===== config.mk =====
export PLATFORM = sky130hd
export DESIGN_NAME = csf_ctrl
export DESIGN_NICKNAME = d
export VERILOG_FILES = /design/src/hdl/csf_pkg.sv /design/src/hdl/csf_ctrl.sv
export SDC_FILE = /design/constraint.sdc
export NUM_CORES = 1
export LEC_CHECK = 0
export BUFFER_PORTS_ARGS = -buffer_cell sky130_fd_sc_hd__buf_2
export CAP_MARGIN = 5
export CORE_UTILIZATION = 40
export DETAILED_ROUTE_END_ITERATION = 8
export SYNTH_ARGS = -nofsm -noshare
export SYNTH_HDL_FRONTEND = slang
export SYNTH_SLANG_ARGS = --single-unit

===== constraint.sdc =====
create_clock -name clk -period 8.8 [get_ports clk]
set_clock_uncertainty 0.15 [all_clocks]
set_input_delay 0.44 -clock clk [delete_from_list [all_inputs] [get_ports clk]]
set_output_delay 0.44 -clock clk [all_outputs]
set_load 0.02 [all_outputs]

===== src/hdl/csf_pkg.sv =====
package csf_pkg;

  localparam int PIX_W        = 8;
  localparam int DIM_W        = 10;
  localparam int CNT_W        = 2 * DIM_W;
  localparam int APB_AW       = 3;
  localparam int APB_DW       = 32;
  localparam int MIN_DIM      = 3;
  localparam int RESET_DIM    = 512;
  localparam int SHARPEN_GAIN = 5;
  localparam int PIX_MAX      = 255;

  typedef logic [PIX_W-1:0] pix_t;
  typedef logic [DIM_W-1:0] dim_t;
  typedef logic [CNT_W-1:0] cnt_t;

  typedef enum logic {
    REG_WIDTH  = 1'b0,
    REG_HEIGHT = 1'b1
  } reg_idx_t;

  typedef struct packed {
    dim_t width;
    cnt_t total_m1;
    cnt_t total_mw;
  } frame_cfg_t;

  typedef struct packed {
    logic started;
    logic border;
    logic frame_end;
    dim_t cp;
  } step_info_t;

endpackage


===== src/hdl/csf_ctrl.sv =====
module csf_ctrl (
  input  logic                 clk,
  input  logic                 rst,
  input  logic                 fire,
  input  csf_pkg::frame_cfg_t  cfg,
  output csf_pkg::dim_t        ci,
  output csf_pkg::step_info_t  info
);
  import csf_pkg::*;

  dim_t       col;
  dim_t       col_next;
  logic [1:0] row;
  logic [1:0] row_next;
  cnt_t       count;
  cnt_t       count_next;

  always_comb begin
    ci       = (col >= cfg.width) ? '0 : col;
    info.cp  = (ci == '0) ? cfg.width - 1'b1 : ci - 1'b1;
    info.started = (row == 2'd2) || (row == 2'd1 && ci != '0);
    info.border  = (count < CNT_W'(cfg.width)) || (count >= cfg.total_mw) ||
                   (info.cp == '0) || (info.cp == cfg.width - 1'b1);
    info.frame_end = info.started && (count >= cfg.total_m1);

    col_next   = ci + 1'b1;
    row_next   = row;
    count_next = count;
    if (col_next >= cfg.width) begin
      col_next = '0;
      if (row != 2'd2) begin
        row_next = row + 1'b1;
      end
    end
    if (info.started) begin
      count_next = count + 1'b1;
    end
    if (info.frame_end) begin
      col_next   = '0;
      row_next   = '0;
      count_next = '0;
    end
  end

  always_ff @(posedge clk) begin
    if (rst) begin
      col   <= '0;
      row   <= '0;
      count <= '0;
    end else if (fire) begin
      col   <= col_next;
      row   <= row_next;
      count <= count_next;
    end
  end

  a_frame_wrap: assert property (@(posedge clk) disable iff (rst)
    fire && info.frame_end |=> col == '0 && row == '0 && count == '0)
    else $error("counters not cleared at end of frame");

  a_idle_count: assert property (@(posedge clk) disable iff (rst)
    fire && !info.started |-> count == '0)
    else $error("results counted before window filled");

  a_count_step: assert property (@(posedge clk) disable iff (rst)
    fire && info.started && !info.frame_end |=> count == $past(count) + 1'b1)
    else $error("result count skipped");

endmodule


==> flow_summary.json <==
{
  "setup_slack_ps": 3110,
  "crit_fanout": 14,
  "synth.net_count": 654,
  "combPwrFrac_pct": 30.7,
  "wl_um": 11700,
  "die_h_um": 103,
  "crit_path_end_kind": "output pin",
  "ant_nets": 0,
  "cts_resized": 0,
  "cp.required_ps": 8210,
  "rr_worst_depth": 17,
  "grt_max_degree": 20,
  "antenna_found_initial": 0,
  "firstDrtPassIters": 5,
  "dp_hpwl_um": 9310,
  "rr_endpoint": "count[19]$_SDFFE_PP0P_",
  "cts_root_buf": "clkbuf_8",
  "leakagePower_nw": 2.37,
  "min_period_ps": 5690,
  "dieArea_sq_mm": 0.0106,
  "netlist-cell-type-count": 60,
  "holdCritStartpoint": "rst",
  "syn-cell-area_sq_mm": 0.00407,
  "row_count": 36,
  "synth_cells": 526,
  "post_route_cells_drive_above_1_share_pct": 16.2,
  "start_util_pct": 41.4,
  "vdd_drop_max_uv": 60.4,
  "antenna_cells": 0,
  "synth_warnings": 0,
  "cts_setup_buffers": 0,
  "htree_levels": 2,
  "p_int_mw": 0.281,
  "cp.arrival_ps": 5100,
  "grt_pass1_wl_um": 18400,
  "rsz0062_at_grt": "no",
  "io_pins": 76,
  "critPathKind": "register to output pin",
  "slew_violations": 0,
  "postCtsHoldBufs": 0,
  "num_vias": 3973,
  "cts_tree": "built",
  "seqPwrFrac_pct": 34.7,
  "avgSynthCellArea_sq_um": 7.73,
  "max_freq_mhz": 176,
  "setup_violations": 0,
  "gp_congestion": 0.887,
  "status": "completed",
  "fin_nets": 719,
  "route.detailed.drc": 0,
  "tightest_slew_ps": 793,
  "r2r_slack_ps": 3220,
  "io_buffers": 75,
  "async_flop_share_pct": 0,
  "startpoint": "col[0]$_SDFFE_PP0P_",
  "clk_pin_slew_ps": 80,
  "track_usage_pct": 22.9,
  "p_clk_share_pct": 34.6,
  "drt_iter0_markers": 138,
  "fin_tns_setup_ps": 0,
  "finalCritPeriodShare_pct": 64.7,
  "p_sw_mw": 0.147,
  "cp-start-kind": "register",
  "holdPathEnd": "count[0]$_SDFFE_PP0P_",
  "synth-edff-count": 0,
  "cap_viol_max_count": 0,
  "syn2layout_area_growth_pct": 13.4,
  "grt_pass1_vias": 3829,
  "fp.dieW_um": 103,
  "yosysSeqAreaShare_pct": 15.7,
  "cts.sinks": 32,
  "r2r_start": "col[0]$_SDFFE_PP0P_",
  "clock_latency_ps": 300,
  "core_sq_mm": 0.00982,
  "whs_path_depth": 2,
  "hold_viol_final": 0,
  "netSwitchingFraction_pct": 34.3,
  "tritoncts.num_buffers": 5,
  "hold_class": "input pin to register",
  "slew_headroom_pct": 46.9,
  "synth-seq-cells": 32,
  "synth_ff_type": "dfxtp_1",
  "vias_per_cell": 5.48,
  "gr-total-overflow": 0,
  "cts_buffer_depth": 2,
  "wl_per_cell_um": 16.1,
  "dp_slack_ps": 3280,
  "pwr_density_cell_mw_per_mm2": 92.8
}
-- cell usage after synthesis, drive strengths merged, types with 3 or more instances --
cell	instances	area share, %
ha	75	23
inv	60	5.5
nor2	50	4.6
a21oi	33	4.1
dfxtp	32	16
nand2	27	2.7
xor2	20	4.3
xnor2	19	4.1
nor3	18	2.6
o21ai	18	2.2
a21o	16	3.0
nand3	16	2.0
nand4	15	2.3
a22o	10	2.4
clkbuf	10	0.92
and2	8	1.2
or3	8	1.2
buf	7	1.6
nand2b	7	1.1
a211oi	6	1.1
o21a	6	1.1
and3	5	0.77
nor2b	5	0.77
nor4	5	0.77
or2	5	0.77
o211ai	4	0.74
a221oi	3	0.65
a311oi	3	0.95
a31o	3	0.65
and4	3	0.65
mux2i	3	0.74
o2111ai	3	0.65
-- per-layer routing --
layer	global-route usage, %	up-vias	part of all wire [%]
met5	0	-	0
met1	28.5	1826	45
li1	-	2020	-
met4	6.50	0	2.2
met2	40.8	105	48
met3	3.39	22	4.6
-- registers in the layout (all words and copies together) (netlist names) --
| register | count |
|---|---|
| row | 2 |
| col | 10 |
| count | 20 |
-- final cells by class --
| class | instances | area (sq um) |
|---|---|---|
| multi-input cells | 416 | 3100 |
| flip-flops and latches | 32 | 641 |
| inverters | 61 | 229 |
| clock buffers | 6 | 72.6 |
| repair buffers | 75 | 375 |
| fillers | 1051 | 5200 |
| well taps | 133 | 166 |
| clock inverters | 2 | 35.0 |
-- power by group through the flow --
stage / logic [mW] / registers [mW] / clock network (mW)
floorplan: 0.0906 / 0.149 / 0
global placement: 0.129 / 0.152 / 0
detailed placement: 0.130 / 0.152 / 0
CTS: 0.131 / 0.149 / 0.148
global route: 0.147 / 0.149 / 0.155
finish: 0.131 / 0.149 / 0.148
-- stage by stage --
stage	power, mW	hold WS, ps	utilization (%)	cells	area, sq um
after floorplan	0.240	323	-	526	4070
after global placement	0.281	340	45.9	717	4510
after detailed placement	0.282	359	45.9	717	4510
after CTS	0.428	273	47.0	725	4610
after global routing	0.451	271	47.0	725	4610
final	0.428	269	47.0	725	4610
-- cells in the final DEF, fill, tap and decap left out, types with 2 or more instances in the layout --
cell type / instances
ha_1: 75
buf_2: 75
inv_1: 60
nor2_1: 50
a21oi_1: 33
dfxtp_1: 32
nand2_1: 26
xor2_1: 20
xnor2_1: 19
o21ai_0: 18
nor3_1: 16
a21o_1: 16
nand3_1: 16
nand4_1: 15
a22o_1: 9
and2_1: 8
or3_1: 8
nand2b_1: 7
a211oi_1: 6
o21a_1: 6
and3_1: 5
nor2b_1: 5
nor4_1: 5
clkbuf_8: 5
o211ai_1: 4
a31o_2: 3
or2_2: 3
mux2i_1: 3
a221oi_1: 3
and4_1: 3
o2111ai_1: 3
a311oi_2: 2
or2_1: 2
o22ai_1: 2
a31oi_1: 2
o221ai_1: 2
-- critical path: stages, from the launching register on --
cell       delay [ps]
dfxtp_1           630
inv_1             130
ha_1              290
nand2b_1          110
a211oi_1          100
nor3b_1           380
nor2_1            300
nand2_1           250
ha_1              430
clkinv_1          340
or3_1             430
a311oi_2          490
o22ai_1           160
nor4_1            310
o2111ai_1         140
nand4_1           140
buf_2             170
-- worst max-delay path by stage --
stage / end / slack (ps) / cells past startpoint
final: info[11] / 3110 / 16
after floorplan: info[11] / 4340 / 17
after global routing: count[19]$_SDFFE_PP0P_ / 2730 / 17
after detailed placement: count[19]$_SDFFE_PP0P_ / 3280 / 17
after CTS: info[11] / 3160 / 17
after global placement: count[17]$_SDFFE_PP0P_ / 3420 / 17
-- logic make-up after synthesis --
family,after synthesis,synth area share [%]
compound gates,122,21.4
xor+xnor,39,8.40
fa+ha+maj,75,23.1
buf+inv,78,8.15
flops,32,15.7
mux,4,1.02
simple gates,176,22.2
No activity file was read; power rests on OpenSTA's default activity.
