==> src/hdl/csf_pkg.sv <==
package csf_pkg;

  localparam int PIX_W        = 8;
  localparam int DIM_W        = 10;
  localparam int CNT_W        = 2 * DIM_W;
  localparam int APB_AW       = 3;
  localparam int APB_DW       = 32;
  localparam int MIN_DIM      = 3;
  localparam int RESET_DIM    = 512;
  localparam int SHARPEN_GAIN = 5;
  localparam int PIX_MAX      = 255;

  typedef logic [PIX_W-1:0] pix_t;
  typedef logic [DIM_W-1:0] dim_t;
  typedef logic [CNT_W-1:0] cnt_t;

  typedef enum logic {
    REG_WIDTH  = 1'b0,
    REG_HEIGHT = 1'b1
  } reg_idx_t;

  typedef struct packed {
    dim_t width;
    cnt_t total_m1;
    cnt_t total_mw;
  } frame_cfg_t;

  typedef struct packed {
    logic started;
    logic border;
    logic frame_end;
    dim_t cp;
  } step_info_t;

endpackage

==> src/hdl/csf_sharpen.sv <==
module csf_sharpen (
  input  logic                 clk,
  input  logic                 rst,
  input  logic                 fire,
  input  csf_pkg::step_info_t  info,
  input  csf_pkg::pix_t        right,
  input  csf_pkg::pix_t        down,
  input  csf_pkg::pix_t        up,
  output logic                 can_take,
  output logic                 up_we,
  output csf_pkg::dim_t        up_addr,
  output csf_pkg::pix_t        up_data,
  output logic                 out_valid,
  input  logic                 out_ready,
  output csf_pkg::pix_t        out_pix,
  output logic                 out_end
);
  import csf_pkg::*;

  localparam int ACC_W = PIX_W + 3;

  logic             s1_valid;
  step_info_t       s1_info;
  pix_t             left;
  pix_t             center;
  logic             adv;
  logic [ACC_W-1:0] five_c;
  logic [ACC_W-1:0] nbr;
  logic [ACC_W-1:0] diff;
  pix_t             res;

  assign adv      = s1_valid && (!s1_info.started || !out_valid || out_ready);
  assign can_take = !s1_valid || adv;
  assign up_we    = adv;
  assign up_addr  = s1_info.cp;
  assign up_data  = center;

  always_comb begin
    five_c = ACC_W'(center) * ACC_W'(SHARPEN_GAIN);
    nbr    = ACC_W'(up) + ACC_W'(down) + ACC_W'(left) + ACC_W'(right);
    diff   = five_c - nbr;
    if (s1_info.border) begin
      res = center;
    end else if (nbr > five_c) begin
      res = '0;
    end else if (diff > ACC_W'(PIX_MAX)) begin
      res = pix_t'(PIX_MAX);
    end else begin
      res = diff[PIX_W-1:0];
    end
  end

  always_ff @(posedge clk) begin
    if (rst) begin
      s1_valid  <= 1'b0;
      out_valid <= 1'b0;
      left      <= '0;
      center    <= '0;
    end else begin
      if (fire) begin
        s1_valid <= 1'b1;
      end else if (adv) begin
        s1_valid <= 1'b0;
      end
      if (adv) begin
        left   <= center;
        center <= right;
      end
      if (adv && s1_info.started) begin
        out_valid <= 1'b1;
      end else if (out_ready) begin
        out_valid <= 1'b0;
      end
    end
  end

  always_ff @(posedge clk) begin
    if (fire) begin
      s1_info <= info;
    end
    if (adv && s1_info.started) begin
      out_pix <= res;
      out_end <= s1_info.frame_end;
    end
  end

  a_no_overrun: assert property (@(posedge clk) disable iff (rst)
    fire |-> !s1_valid || adv)
    else $error("transaction accepted over a held stage");

  a_stall_hold: assert property (@(posedge clk) disable iff (rst)
    s1_valid && s1_info.started && out_valid && !out_ready |=> s1_valid)
    else $error("result dropped during output stall");

  a_result_load: assert property (@(posedge clk) disable iff (rst)
    adv && s1_info.started |=> out_valid)
    else $error("result not presented");

endmodule
==> config.mk <==
export PLATFORM = sky130hd
export DESIGN_NAME = csf_sharpen
export DESIGN_NICKNAME = d
export VERILOG_FILES = /design/src/hdl/csf_pkg.sv /design/src/hdl/csf_sharpen.sv
export SDC_FILE = /design/constraint.sdc
export NUM_CORES = 1
export LEC_CHECK = 0
export ABC_AREA = 1
export BUFFER_PORTS_ARGS = -buffer_cell sky130_fd_sc_hd__clkbuf_2
export CAP_MARGIN = 20
export CORE_UTILIZATION = 45
export CTS_CLUSTER_SIZE = 28
export DETAILED_ROUTE_END_ITERATION = 7
export PLACE_DENSITY = 0.78
export SYNTH_ARGS = -nofsm -noshare
export SYNTH_HDL_FRONTEND = slang
export SYNTH_SLANG_ARGS = --single-unit
==> constraint.sdc <==
create_clock -name clk -period 4.3 [get_ports clk]
set_clock_uncertainty 0.05 [all_clocks]
set_input_delay 0.645 -clock clk [delete_from_list [all_inputs] [get_ports clk]]
set_output_delay 0.645 -clock clk [all_outputs]
set_load 0.01 [all_outputs]
==> results.py <==
metrics = {
    "clocking": {
        "clockBufferDepth": 2,
        "root_buffer": "clkbuf_8",
        "htreeDepth": 2,
        "cts.sinks": 40,
        "cts_buffers": 5,
        "cts_hold_buffers": 0,
        "clk_latency_ns": 0.30,
        "cts_tree": "yes",
        "cts.clk_slew.worst_paths_ns": 0.08,
    },
    "power_and_ir_drop": {
        "power_mw": 2.03,
        "power.leakage_nw": 2.09,
        "pwr_density_cell_nw_per_um2": 510,
        "ir_drop_mv": 0.235,
    },
    "final_layout": {
        "final_util_pct": 57.9,
        "drive_above_1_share_pct": 30.8,
        "fillCellCount": 613,
        "fin_nets": 557,
        "finalNonFillerCells": 563,
        "diodes": 0,
        "area_growth_pct": 23.0,
    },
    "floorplan": {
        "core_area_sq_um": 6870,
        "fp.dieArea_sq_um": 7520,
        "start_util_pct": 47.0,
        "die_w_um": 86.7,
        "io_pins": 71,
        "die-height_um": 86.7,
        "rows": 30,
    },
    "setup_path": {
        "crit_buf_inv": 4,
        "r2r-end": "out_pix[0]",
        "path_max_fanout": 8,
        "r2r_cells": 20,
        "worstPathRequired_ns": 4.31,
        "start_kind": "primary input",
        "cpPeakStageDelay_ns": 0.53,
        "crit_arrival_ns": 4.20,
        "slowest_stage": "fa_1",
        "crit_family": "adder cells",
        "worstSetupPathType": "in -> reg",
        "crit_chain": "clkbuf_2 > inv_1 > fa_1 > inv_1 > fa_1 > ha_2 > fa_2 > nand3_2 > nand2_2 > a21oi_2 > o21bai_2 > xnor2_2 > ha_4 > nand2_4 > inv_2 > a21oi_4 > nand3_2 > nand2_2 > nand2_2 > nor2_8 > nand3_1 > nand2_1 > nand2_1",
        "r2r_start": "up_data[2]",
        "rrSetupSlack_ns": 0.79,
        "cpMostUsedCell": "nand2_2",
        "crit_path_end_kind": "register",
    },
    "placed_design": {
        "gp_congestion": 0.851,
        "dpl.hpwl_um": 5410,
        "numPlacedInstances": 551,
        "port_buffers": 70,
    },
    "yosys": {
        "synth-seq-cells": 40,
        "netlist_top_cells_count": "inv_1, nand2_1, ha_1",
        "synth.avg_cell_area_sq_um": 8.46,
        "synth_seq_area_share_pct": 31.6,
        "synth_xor_area_share_pct": 4.61,
        "synth.cell_area_sq_um": 3230,
        "async_reset_ff_share_pct": 0,
        "synth_top_family_by_area": "adder cells",
        "synthAdderAreaFrac_pct": 23.5,
        "synth_fp_nets": 473,
        "synth_cells": 382,
        "synth_top_area_cell": "edfxtp_1",
        "synth_edf_count": 22,
        "synth-simple-area-share_pct": 19.6,
        "synth-main-ff-cell": "edfxtp_1",
        "synth.most_common_cell": "inv_1",
        "synth_compound_area_share_pct": 8.71,
        "ys_top_cells_by_area": "edfxtp_1, ha_1, dfxtp_1",
        "ys_types": 30,
        "yosysWarnings": 0,
        "synth_mux_area_share_pct": 0,
        "yosysTopAreaCellShare_pct": 20.4,
    },
    "hold_path": {
        "min_path_cells": 0,
        "hp-class": "reg -> reg",
        "min_from": "s1_info[10]",
        "hold_end": "out_end",
    },
    "grt": {
        "grt_pass1_wl_um": 10400,
        "globalRouteTotalUtil_pct": 17.7,
        "overflow": 0,
        "grt_max_degree": 18,
        "grt_pass1_vias": 2370,
        "antenna_found_initial": 0,
    },
    "job": {
        "drv_cap": 0,
    },
    "detailed_routing": {
        "drtIter0Drc": 72,
        "vias_per_cell": 4.72,
        "wirelength_um": 6810,
        "drt_first_pass_iters": 4,
        "wire_per_inst_um": 12.1,
        "final_antenna_net_count": 0,
        "num_vias": 2659,
        "drc": 0,
    },
    "run_status": {
        "status": "finished, final reports clean",
    },
    "sta": {
        "timing.fmax_mhz": 239,
        "setup_viol_count_final": 0,
        "max_slew_margin_pct": 43.0,
        "hold_viol": 0,
        "tightest_slew_ns": 0.852,
        "period_minus_slack_ns": 4.19,
        "drv_slew": 0,
        "min_period_over_period_pct": 97.4,
        "timing.setup.tns_ns": 0,
    },
}
## state kept, by name, summed over array words and instances, names as in the netlist
register,count
left,8
out_end,1
out_pix,8
out_valid,1
s1_info,3
s1_valid,1
up_addr,10
up_data,8
## report_power, final
group          internal [mW]  total [mW]  switching [mW]
Clock                  0.175       0.319           0.144
Combinational          0.555        1.25           0.696
Sequential             0.440       0.460          0.0203
## worst register-to-register path, stage by stage, from the launching register on
cell and delay [ns]:
dfxtp_1 0.50, ha_1 0.23, ha_1 0.18, inv_1 0.06, fa_1 0.39, o21ai_0 0.32, nand2_1 0.09, nand2_1 0.07
a21oi_1 0.07, xor2_1 0.16, ha_1 0.32, nand2_1 0.09, inv_1 0.05, a21oi_2 0.14, nand3_1 0.09, nand2_1 0.06
nand2_1 0.06, inv_2 0.12, nand3_1 0.11, nand2_1 0.07, nand2_1 0.04
## what timing repair did
| item | 4_1_cts | 5_1_grt |
|---|---|---|
| resized for setup | 2 | 16 |
| cloned | 0 | 0 |
| buffers inserted | 0 | 4 |
| pin swaps | 3 | 18 |
| setup endpoints to repair | 8 | 8 |
## placed cells by master, fill, tap and decap left out, drive strengths merged, types with 3 or more instances in the layout
cell,instances
a21oi,28
a31oi,3
buf,21
clkbuf,75
dfxtp,18
edfxtp,22
fa,18
ha,32
inv,79
nand2,86
nand3,21
nand4,3
nor2,22
o21ai,17
xnor2,12
xor2,5
## worst max path at each step
stage / from / to / slack, ns / cells after the start
final: right[1] / out_pix[0] / 0.11 / 23
after global placement: right[1] / out_pix[0] / -0.30 / 23
after floorplan: right[1] / out_pix[0] / 0.01 / 22
after detailed placement: right[1] / out_pix[2] / -0.35 / 23
after global routing: right[1] / out_pix[4] / -0.04 / 23
after CTS: right[1] / out_pix[0] / 0.009 / 23
## cell type report
type | count | area (sq um) | area share [%]
Sequential cell | 40 | 1020 | 25.7
Inverter | 78 | 293 | 7.36
Clock buffer | 5 | 68.8 | 1.73
Clock inverter | 3 | 46.3 | 1.16
Multi-Input combinational cell | 250 | 1920 | 48.3
Timing Repair Buffer | 91 | 508 | 12.8
Tap cell | 96 | 120 | 3.02
## per-stage QoR
stage	hold slack, ns	instance area [sq um]	worst slack [ns]
floorplan	0.350	3240	0.0107
global placement	0.355	3750	-0.300
detailed placement	0.381	3750	-0.355
CTS	0.401	3870	0.00946
global route	0.410	3980	-0.0422
finish	0.400	3980	0.112
## kinds of logic after synthesis
group                      count (synthesis)
AOI/OAI and AO/OA                         50
xor gates and xnor gates                  17
adders and majority gates                 50
buffers and inverters                     92
DFF                                       40
and+or+nand+nor                          133
## metal layers
layer  track usage (%)  share of wire [%]
met1              22.0                 43
met2              32.1                 51
met3              3.24                4.9
met4              3.79                1.2
met5                 0                  0
No activity file was read; power rests on OpenSTA's default activity.
