**src/hdl/csf_pkg.sv**
```systemverilog
package csf_pkg;

  localparam int PIX_W        = 8;
  localparam int DIM_W        = 10;
  localparam int CNT_W        = 2 * DIM_W;
  localparam int APB_AW       = 3;
  localparam int APB_DW       = 32;
  localparam int MIN_DIM      = 3;
  localparam int RESET_DIM    = 512;
  localparam int SHARPEN_GAIN = 5;
  localparam int PIX_MAX      = 255;

  typedef logic [PIX_W-1:0] pix_t;
  typedef logic [DIM_W-1:0] dim_t;
  typedef logic [CNT_W-1:0] cnt_t;

  typedef enum logic {
    REG_WIDTH  = 1'b0,
    REG_HEIGHT = 1'b1
  } reg_idx_t;

  typedef struct packed {
    dim_t width;
    cnt_t total_m1;
    cnt_t total_mw;
  } frame_cfg_t;

  typedef struct packed {
    logic started;
    logic border;
    logic frame_end;
    dim_t cp;
  } step_info_t;

endpackage

```
**src/hdl/csf_cfg_regs.sv**
```systemverilog
module csf_cfg_regs #(
  parameter int MAX_LINE = 512
) (
  input  logic                        clk,
  input  logic                        rst,
  input  logic                        psel,
  input  logic                        penable,
  input  logic                        pwrite,
  input  logic [csf_pkg::APB_AW-1:0]  paddr,
  input  logic [csf_pkg::APB_DW-1:0]  pwdata,
  output logic [csf_pkg::APB_DW-1:0]  prdata,
  output logic                        pready,
  output csf_pkg::frame_cfg_t         cfg
);
  import csf_pkg::*;

  localparam int   DIM_MAX   = (1 << DIM_W) - 1;
  localparam int   WMAX      = (MAX_LINE > DIM_MAX) ? DIM_MAX : MAX_LINE;
  localparam int   RST_W     = (RESET_DIM > WMAX) ? WMAX : RESET_DIM;
  localparam int   RST_TOTAL = RST_W * RESET_DIM;
  localparam dim_t WMAX_D    = dim_t'(WMAX);
  localparam dim_t MIN_D     = dim_t'(MIN_DIM);

  dim_t     width_raw;
  dim_t     height_raw;
  dim_t     width_next;
  dim_t     height_next;
  dim_t     eff_w;
  dim_t     eff_h;
  cnt_t     total_next;
  logic     wr_en;
  reg_idx_t idx;

  assign pready = 1'b1;
  assign wr_en  = psel & penable & pwrite & pready;
  assign idx    = reg_idx_t'(paddr[APB_AW-1]);

  always_comb begin
    width_next  = width_raw;
    height_next = height_raw;
    if (wr_en && idx == REG_WIDTH) begin
      width_next = pwdata[DIM_W-1:0];
    end
    if (wr_en && idx == REG_HEIGHT) begin
      height_next = pwdata[DIM_W-1:0];
    end
    if (width_next < MIN_D) begin
      eff_w = MIN_D;
    end else if (width_next > WMAX_D) begin
      eff_w = WMAX_D;
    end else begin
      eff_w = width_next;
    end
    eff_h      = (height_next < MIN_D) ? MIN_D : height_next;
    total_next = CNT_W'(eff_w) * CNT_W'(eff_h);
  end

  always_ff @(posedge clk) begin
    if (rst) begin
      width_raw    <= dim_t'(RESET_DIM);
      height_raw   <= dim_t'(RESET_DIM);
      cfg.width    <= dim_t'(RST_W);
      cfg.total_m1 <= cnt_t'(RST_TOTAL - 1);
      cfg.total_mw <= cnt_t'(RST_TOTAL - RST_W);
    end else begin
      width_raw    <= width_next;
      height_raw   <= height_next;
      cfg.width    <= eff_w;
      cfg.total_m1 <= total_next - 1'b1;
      cfg.total_mw <= total_next - CNT_W'(eff_w);
    end
  end

  always_comb begin
    case (idx)
      REG_WIDTH:  prdata = APB_DW'(width_raw);
      REG_HEIGHT: prdata = APB_DW'(height_raw);
      default:    prdata = '0;
    endcase
  end

endmodule

```
**config.mk**
```make
export PLATFORM = sky130hd
export DESIGN_NAME = csf_cfg_regs
export DESIGN_NICKNAME = d
export VERILOG_FILES = /design/src/hdl/csf_pkg.sv /design/src/hdl/csf_cfg_regs.sv
export SDC_FILE = /design/constraint.sdc
export NUM_CORES = 1
export LEC_CHECK = 0
export BUFFER_PORTS_ARGS = -buffer_cell sky130_fd_sc_hd__buf_2
export CORE_MARGIN = 5
export CORE_UTILIZATION = 35
export CTS_CLUSTER_SIZE = 28
export DETAILED_ROUTE_END_ITERATION = 10
export GPL_TIMING_DRIVEN = 0
export MAX_ROUTING_LAYER = met4
export PLACE_DENSITY = 0.5
export SYNTH_ARGS = -nofsm -noshare
export SYNTH_HDL_FRONTEND = slang
export SYNTH_SLANG_ARGS = --single-unit
```
**constraint.sdc**
```tcl
create_clock -name clk -period 8.1 [get_ports clk]
set_input_delay 0.405 -clock clk [delete_from_list [all_inputs] [get_ports clk]]
set_output_delay 0.405 -clock clk [all_outputs]
set_load 0.005 [all_outputs]
```
==> reports/results.tsv, run 1 <==
metric	value	unit
cp_slowest_cell	or4_1	
fmax	127	MHz
drtAntennaViolNets	0	
die_area	22500	um2
synth.yosys.seq_area_share	20.5	%
ys_types	71	
place.gp.congestion	0.831	
cts_root_buffer	clkbuf_16	
finalCriticalPeriod	7840	ps
ir_drop	0.0748	mV
final_cell_mix	nor2_1 (114), buf_2 (78), inv_1 (77), dfxtp_1 (70), ha_1 (63)	
clock_sinks	70	
drive_above_1_share	19.3	%
cts_buffer_depth	2	
maxCapViolations	0	
slew_violations	0	
drt-total-wl	17800	um
powerDensity	139	nW/um2
grt_pass1_vias	5808	
period_share	96.8	%
total_leakage_power	4.06	nW
path_max_fanout	10	
vias_per_cell	4.80	
grt_overflow	0	
ff2ff_setup_slack	260	ps
antenna_found_initial	0	
gr-usage-all-layers	17.3	%
pin_count	123	
rows	51	
cp.required	8340	ps
synth_edf_count	0	
die_w	150	um
relSlewSlack	42.7	%
regArea	1400	um2
vias	5525	
synth-main-ff-cell	dfxtp_1	
cp_data_arrival_time	8080	ps
hold_viol	0	
grt_max_degree	12	
report.final.setup_viol	0	
syn_inst	774	
endpoint_kind	register	
synth_area_per_cell	8.85	um2
portBuffers	74	
cts_inserted_buffers	9	
netlist_area	6850	um2
cpPeakStageDelay	530	ps
synth-seq-cells	70	
clk_latency	350	ps
die_h	150	um
drtIter0Drc	228	
crit_type	register to register	
outcome	complete, no violations	
yosysWarnings	0	
core_area	19300	um2
start_kind	register	
worstMarginPinSlew	836	ps
grt_pass1_wl	29500	um
initial_core_util	35.4	%
drc	0	
fin_util	41.6	%
hpwl	14400	um
fill_cells	1993	
post_drt_wl_per_cell	15.4	um
dr.pass1.iters	5	
finalClockSkew	6.89	ps
htree_levels	3	
diodes	0	
final_common_cell	nor2_1	
clkTransAtPathRegs	60	ps
min_path_type	primary input to register	
design_area	8030	um2
areaGrowthSynthToFinish	17.3	%
async_flop_share	0	%
dpl_cell_area	7630	um2
multi_input_area	5000	um2
fin_nets	1047	
cts_tree	yes	
[logic make-up after synthesis]
group / after synthesis / share of synthesized area, %
AO/OA/AOI/OAI: 81 / 8.59
XOR/XNOR: 40 / 5.34
adder cells (fa/ha/maj): 128 / 30.1
buffers and inverters: 130 / 8.61
flip-flops: 70 / 20.5
multiplexers: 37 / 5.70
other: 2 / 0.110
AND/OR/NAND/NOR: 286 / 21.1
[flip-flops by register name, indices dropped and copies added (netlist names)]
signal	count
cfg	50
height_raw	10
width_raw	10
[Yosys cell counts, types with 5 or more instances]
cell | instances | share of area, %
a21o_1 | 9 | 0.99
a21oi_1 | 17 | 1.2
a31oi_1 | 5 | 0.46
and3_1 | 9 | 0.82
buf_4 | 24 | 2.6
clkbuf_1 | 21 | 1.2
dfxtp_1 | 70 | 20
fa_1 | 62 | 18
ha_1 | 64 | 12
inv_1 | 77 | 4.2
mux2_2 | 16 | 2.6
mux2i_1 | 21 | 3.1
nand2_1 | 35 | 1.9
nand2b_1 | 34 | 3.1
nand3_1 | 11 | 0.80
nor2_1 | 116 | 6.4
nor2b_1 | 11 | 1.0
nor3_1 | 10 | 0.73
o21ai_0 | 8 | 0.58
or2_2 | 9 | 0.82
or3_1 | 20 | 1.8
xnor2_1 | 22 | 2.8
xor2_1 | 16 | 2.0
[layout make-up]
class                           instances  area share (%)
Tap cell                              265            4.13
Inverter                               79            3.69
Timing Repair Buffer                   76            4.80
Multi-Input combinational cell        595            62.3
Sequential cell                        70            17.4
Buffer                                 50            3.64
Clock buffer                           11            3.15
Clock inverter                          4           0.872
[per-stage QoR]
| step | hold slack (ps) | std cells | setup WS (ps) | setup TNS [ps] | total power (W) |
|---|---|---|---|---|---|
| 5_1_grt | 380 | 1150 | -27.5 | -34.8 | 0.00118 |
| 3_5_place_dp | 533 | 1134 | -371 | -634 | 0.000688 |
| 4_1_cts | 345 | 1149 | 33.2 | 0 | 0.00113 |
| 3_3_place_gp | 522 | 1134 | -383 | -614 | 0.000688 |
| 2_1_floorplan | 481 | 795 | 626 | 0 | 0.000596 |
| 6_report | 350 | 1150 | 256 | 0 | 0.00112 |
[final timing paths]
path,start,cells after the start,end
worst max-delay path,height_raw[9],26,cfg[39]
worst min-delay path,pwdata[1],3,height_raw[1]
worst max register to register,height_raw[9],26,cfg[39]
worst min register to register,height_raw[1],2,height_raw[1]
[layer usage]
layer	track usage (%)	vias up	part of all wire [%]
met5	-	-	0
met4	4.85	0	1.3
met3	2.51	11	3.1
met2	29.1	95	49
met1	21.8	2692	47
li1	-	2727	-
[repair_timing]
item / 4_1_cts / 5_1_grt
hold buffers: 0 / 0
resized for setup: 4 / 16
pin swaps: 0 / 2
buffers inserted: 0 / 2
setup endpoints to repair: 1 / 6
[report_power, final]
part / internal, W / switching (W) / total [W] / leakage, nW
combinational: 0.000129 / 0.000164 / 0.000293 / 3.32
sequential: 0.000379 / 0.00000916 / 0.000388 / 0.573
clock: 0.000283 / 0.000154 / 0.000438 / 0.161
total: 0.000792 / 0.000327 / 0.00112 / 4.06
[critical path: cells and delay by family, from the launching register on]
kind	cells	cell delay [ps]
AOI/OAI and AO/OA	5	1700
xor gates and xnor gates	1	190
adders and majority gates	6	2840
buffers and inverters	7	560
DFF	1	360
muxes	1	130
and+or+nand+nor	6	1920
Power figures use the tool's default switching activity.
==> inputs of run 2 (changes only) <==
--- a/config.mk
+++ b/config.mk
@@ -8,6 +8,7 @@
 export BUFFER_PORTS_ARGS = -buffer_cell sky130_fd_sc_hd__buf_2
 export CORE_MARGIN = 5
 export CORE_UTILIZATION = 35
+export CTS_BUF_LIST = sky130_fd_sc_hd__clkbuf_8
 export CTS_CLUSTER_SIZE = 28
 export DETAILED_ROUTE_END_ITERATION = 10
 export GPL_TIMING_DRIVEN = 0
==> run 2 against run 1 <==
Clock-buffer cell count unchanged. First-iteration DRC count up 5.3%. Non-clock buffer count unchanged. Sequential power about the same. Final cell count unchanged. Maximum frequency up 0.14%. Utilization down 0.54 points. Die area unchanged. Clock power down 26%. Worst setup slack better by 11 ps.
==> reports/results.tsv, run 2 (synthesized netlist as in run 1, its figures left out) <==
metric	value	unit
outcome	complete, no violations	
antenna_found_initial	0	
slew_violations	0	
drtAntennaViolNets	0	
ir_drop	0.0686	mV
drtIter0Drc	240	
cp.required	8360	ps
final_common_cell	nor2_1	
drive_above_1_share	19.1	%
vias_per_cell	4.78	
cts_tree	yes	
finalClockSkew	10.8	ps
min_path_type	primary input to register	
fmax	128	MHz
fin_nets	1047	
post_drt_wl_per_cell	15.4	um
portBuffers	74	
rows	51	
grt_pass1_vias	5826	
finalCriticalPeriod	7830	ps
largest-register	cfg	
worst_slack	267	ps
start_kind	register	
diodes	0	
grt_overflow	0	
vias	5502	
crit_type	register to register	
grt_max_degree	12	
core_area	19300	um2
powerDensity	127	nW/um2
path_max_fanout	10	
cp_data_arrival_time	8090	ps
ff2ff_setup_slack	270	ps
period_share	96.7	%
pre_cts_slack	-371	ps
htree_levels	3	
pin_count	123	
crit_buf_inv	7	
report.final.setup_viol	0	
relSlewSlack	41.7	%
largestRegisters	cfg: 50 flops, height_raw: 10 flops, width_raw: 10 flops	
crit_family	adder cells	
dp_cells	1134	
initial_core_util	35.4	%
hpwl	14400	um
grt_pass1_wl	29400	um
maxCapViolations	0	
place.gp.congestion	0.831	
hold_viol	0	
design_area	7930	um2
die_area	22500	um2
cts_inserted_buffers	9	
fill_cells	2008	
clk_latency	360	ps
cts_buffer_depth	2	
dpl_cell_area	7630	um2
stdcell_count	1150	
gr-usage-all-layers	17.2	%
largest_reg_flops	50	
drt-total-wl	17700	um
clkTransAtPathRegs	80	ps
die_w	150	um
cp_slowest_cell	or4_1	
endpoint_kind	register	
final_cell_mix	nor2_1 (114), buf_2 (78), inv_1 (77), dfxtp_1 (70), ha_1 (63)	
dr.pass1.iters	4	
drc	0	
clock_sinks	70	
areaGrowthSynthToFinish	15.8	%
cts_root_buffer	clkbuf_8	
worstMarginPinSlew	850	ps
die_h	150	um
total_leakage_power	4.00	nW
cpPeakStageDelay	520	ps
==> run 2: timing repair <==
item | in CTS | in global routing
endpoints found under the setup margin | 1 | 6
gates resized for setup | 4 | 13
pin swaps | 0 | 2
hold buffers | 0 | 0
setup buffers | 0 | 2
==> run 2: where the power goes <==
part           switching (W)  internal, W
clock               0.000138     0.000187
combinational       0.000164     0.000129
sequential        0.00000914     0.000379
total               0.000311     0.000696
==> run 2: final timing paths <==
check	from	to	cells past startpoint
hold / removal	pwdata[1]	height_raw[1]	3
hold reg to reg	height_raw[1]	height_raw[1]	2
setup reg to reg	height_raw[9]	cfg[39]	26
setup / recovery	height_raw[9]	cfg[39]	26
==> run 2: worst reg2reg max path: stages (launching register included) <==
cell	delay, ps
dfxtp_1	360
or4_1	520
o21ai_0	440
o22a_1	520
nand2_1	140
fa_1	490
inv_1	50
fa_1	510
inv_1	50
fa_1	480
inv_1	60
fa_1	520
inv_1	60
fa_1	530
inv_1	40
ha_2	310
a21o_1	210
a221o_1	350
a21oi_2	210
buf_4	140
nand2_2	50
xor2_2	180
or3b_1	360
buf_2	160
or4b_4	510
or3_1	340
mux2i_1	130
==> run 2: through the flow <==
step                      power, W  hold slack (ps)  setup TNS, ps  util, %
after floorplan           0.000596              481              0        -
after detailed placement  0.000688              533           -634     39.4
final                      0.00101              331              0     41.0
after CTS                  0.00102              318              0     40.7
after global placement    0.000688              522           -614     39.4
after global routing       0.00107              354          -18.4     41.0
==> run 2: layout make-up <==
class | instances | area (um2) | area share [%]
flip-flops and latches | 70 | 1400 | 17.7
clock buffers | 11 | 151 | 1.91
well taps | 265 | 332 | 4.18
clock inverters | 4 | 70.1 | 0.884
inverters | 79 | 297 | 3.74
plain buffers | 50 | 290 | 3.66
repair buffers | 76 | 385 | 4.86
multi-input cells | 595 | 5000 | 63.1
==> run 2: metal layers <==
layer | share of wire (%) | vias to the layer above | wire, um | track usage, %
met5 | 0 | - | 0 | -
met4 | 1.6 | 0 | 282 | 4.48
met3 | 3.0 | 18 | 535 | 2.48
met2 | 49 | 75 | 8630 | 29.0
met1 | 47 | 2681 | 8240 | 21.6
li1 | - | 2728 | - | -
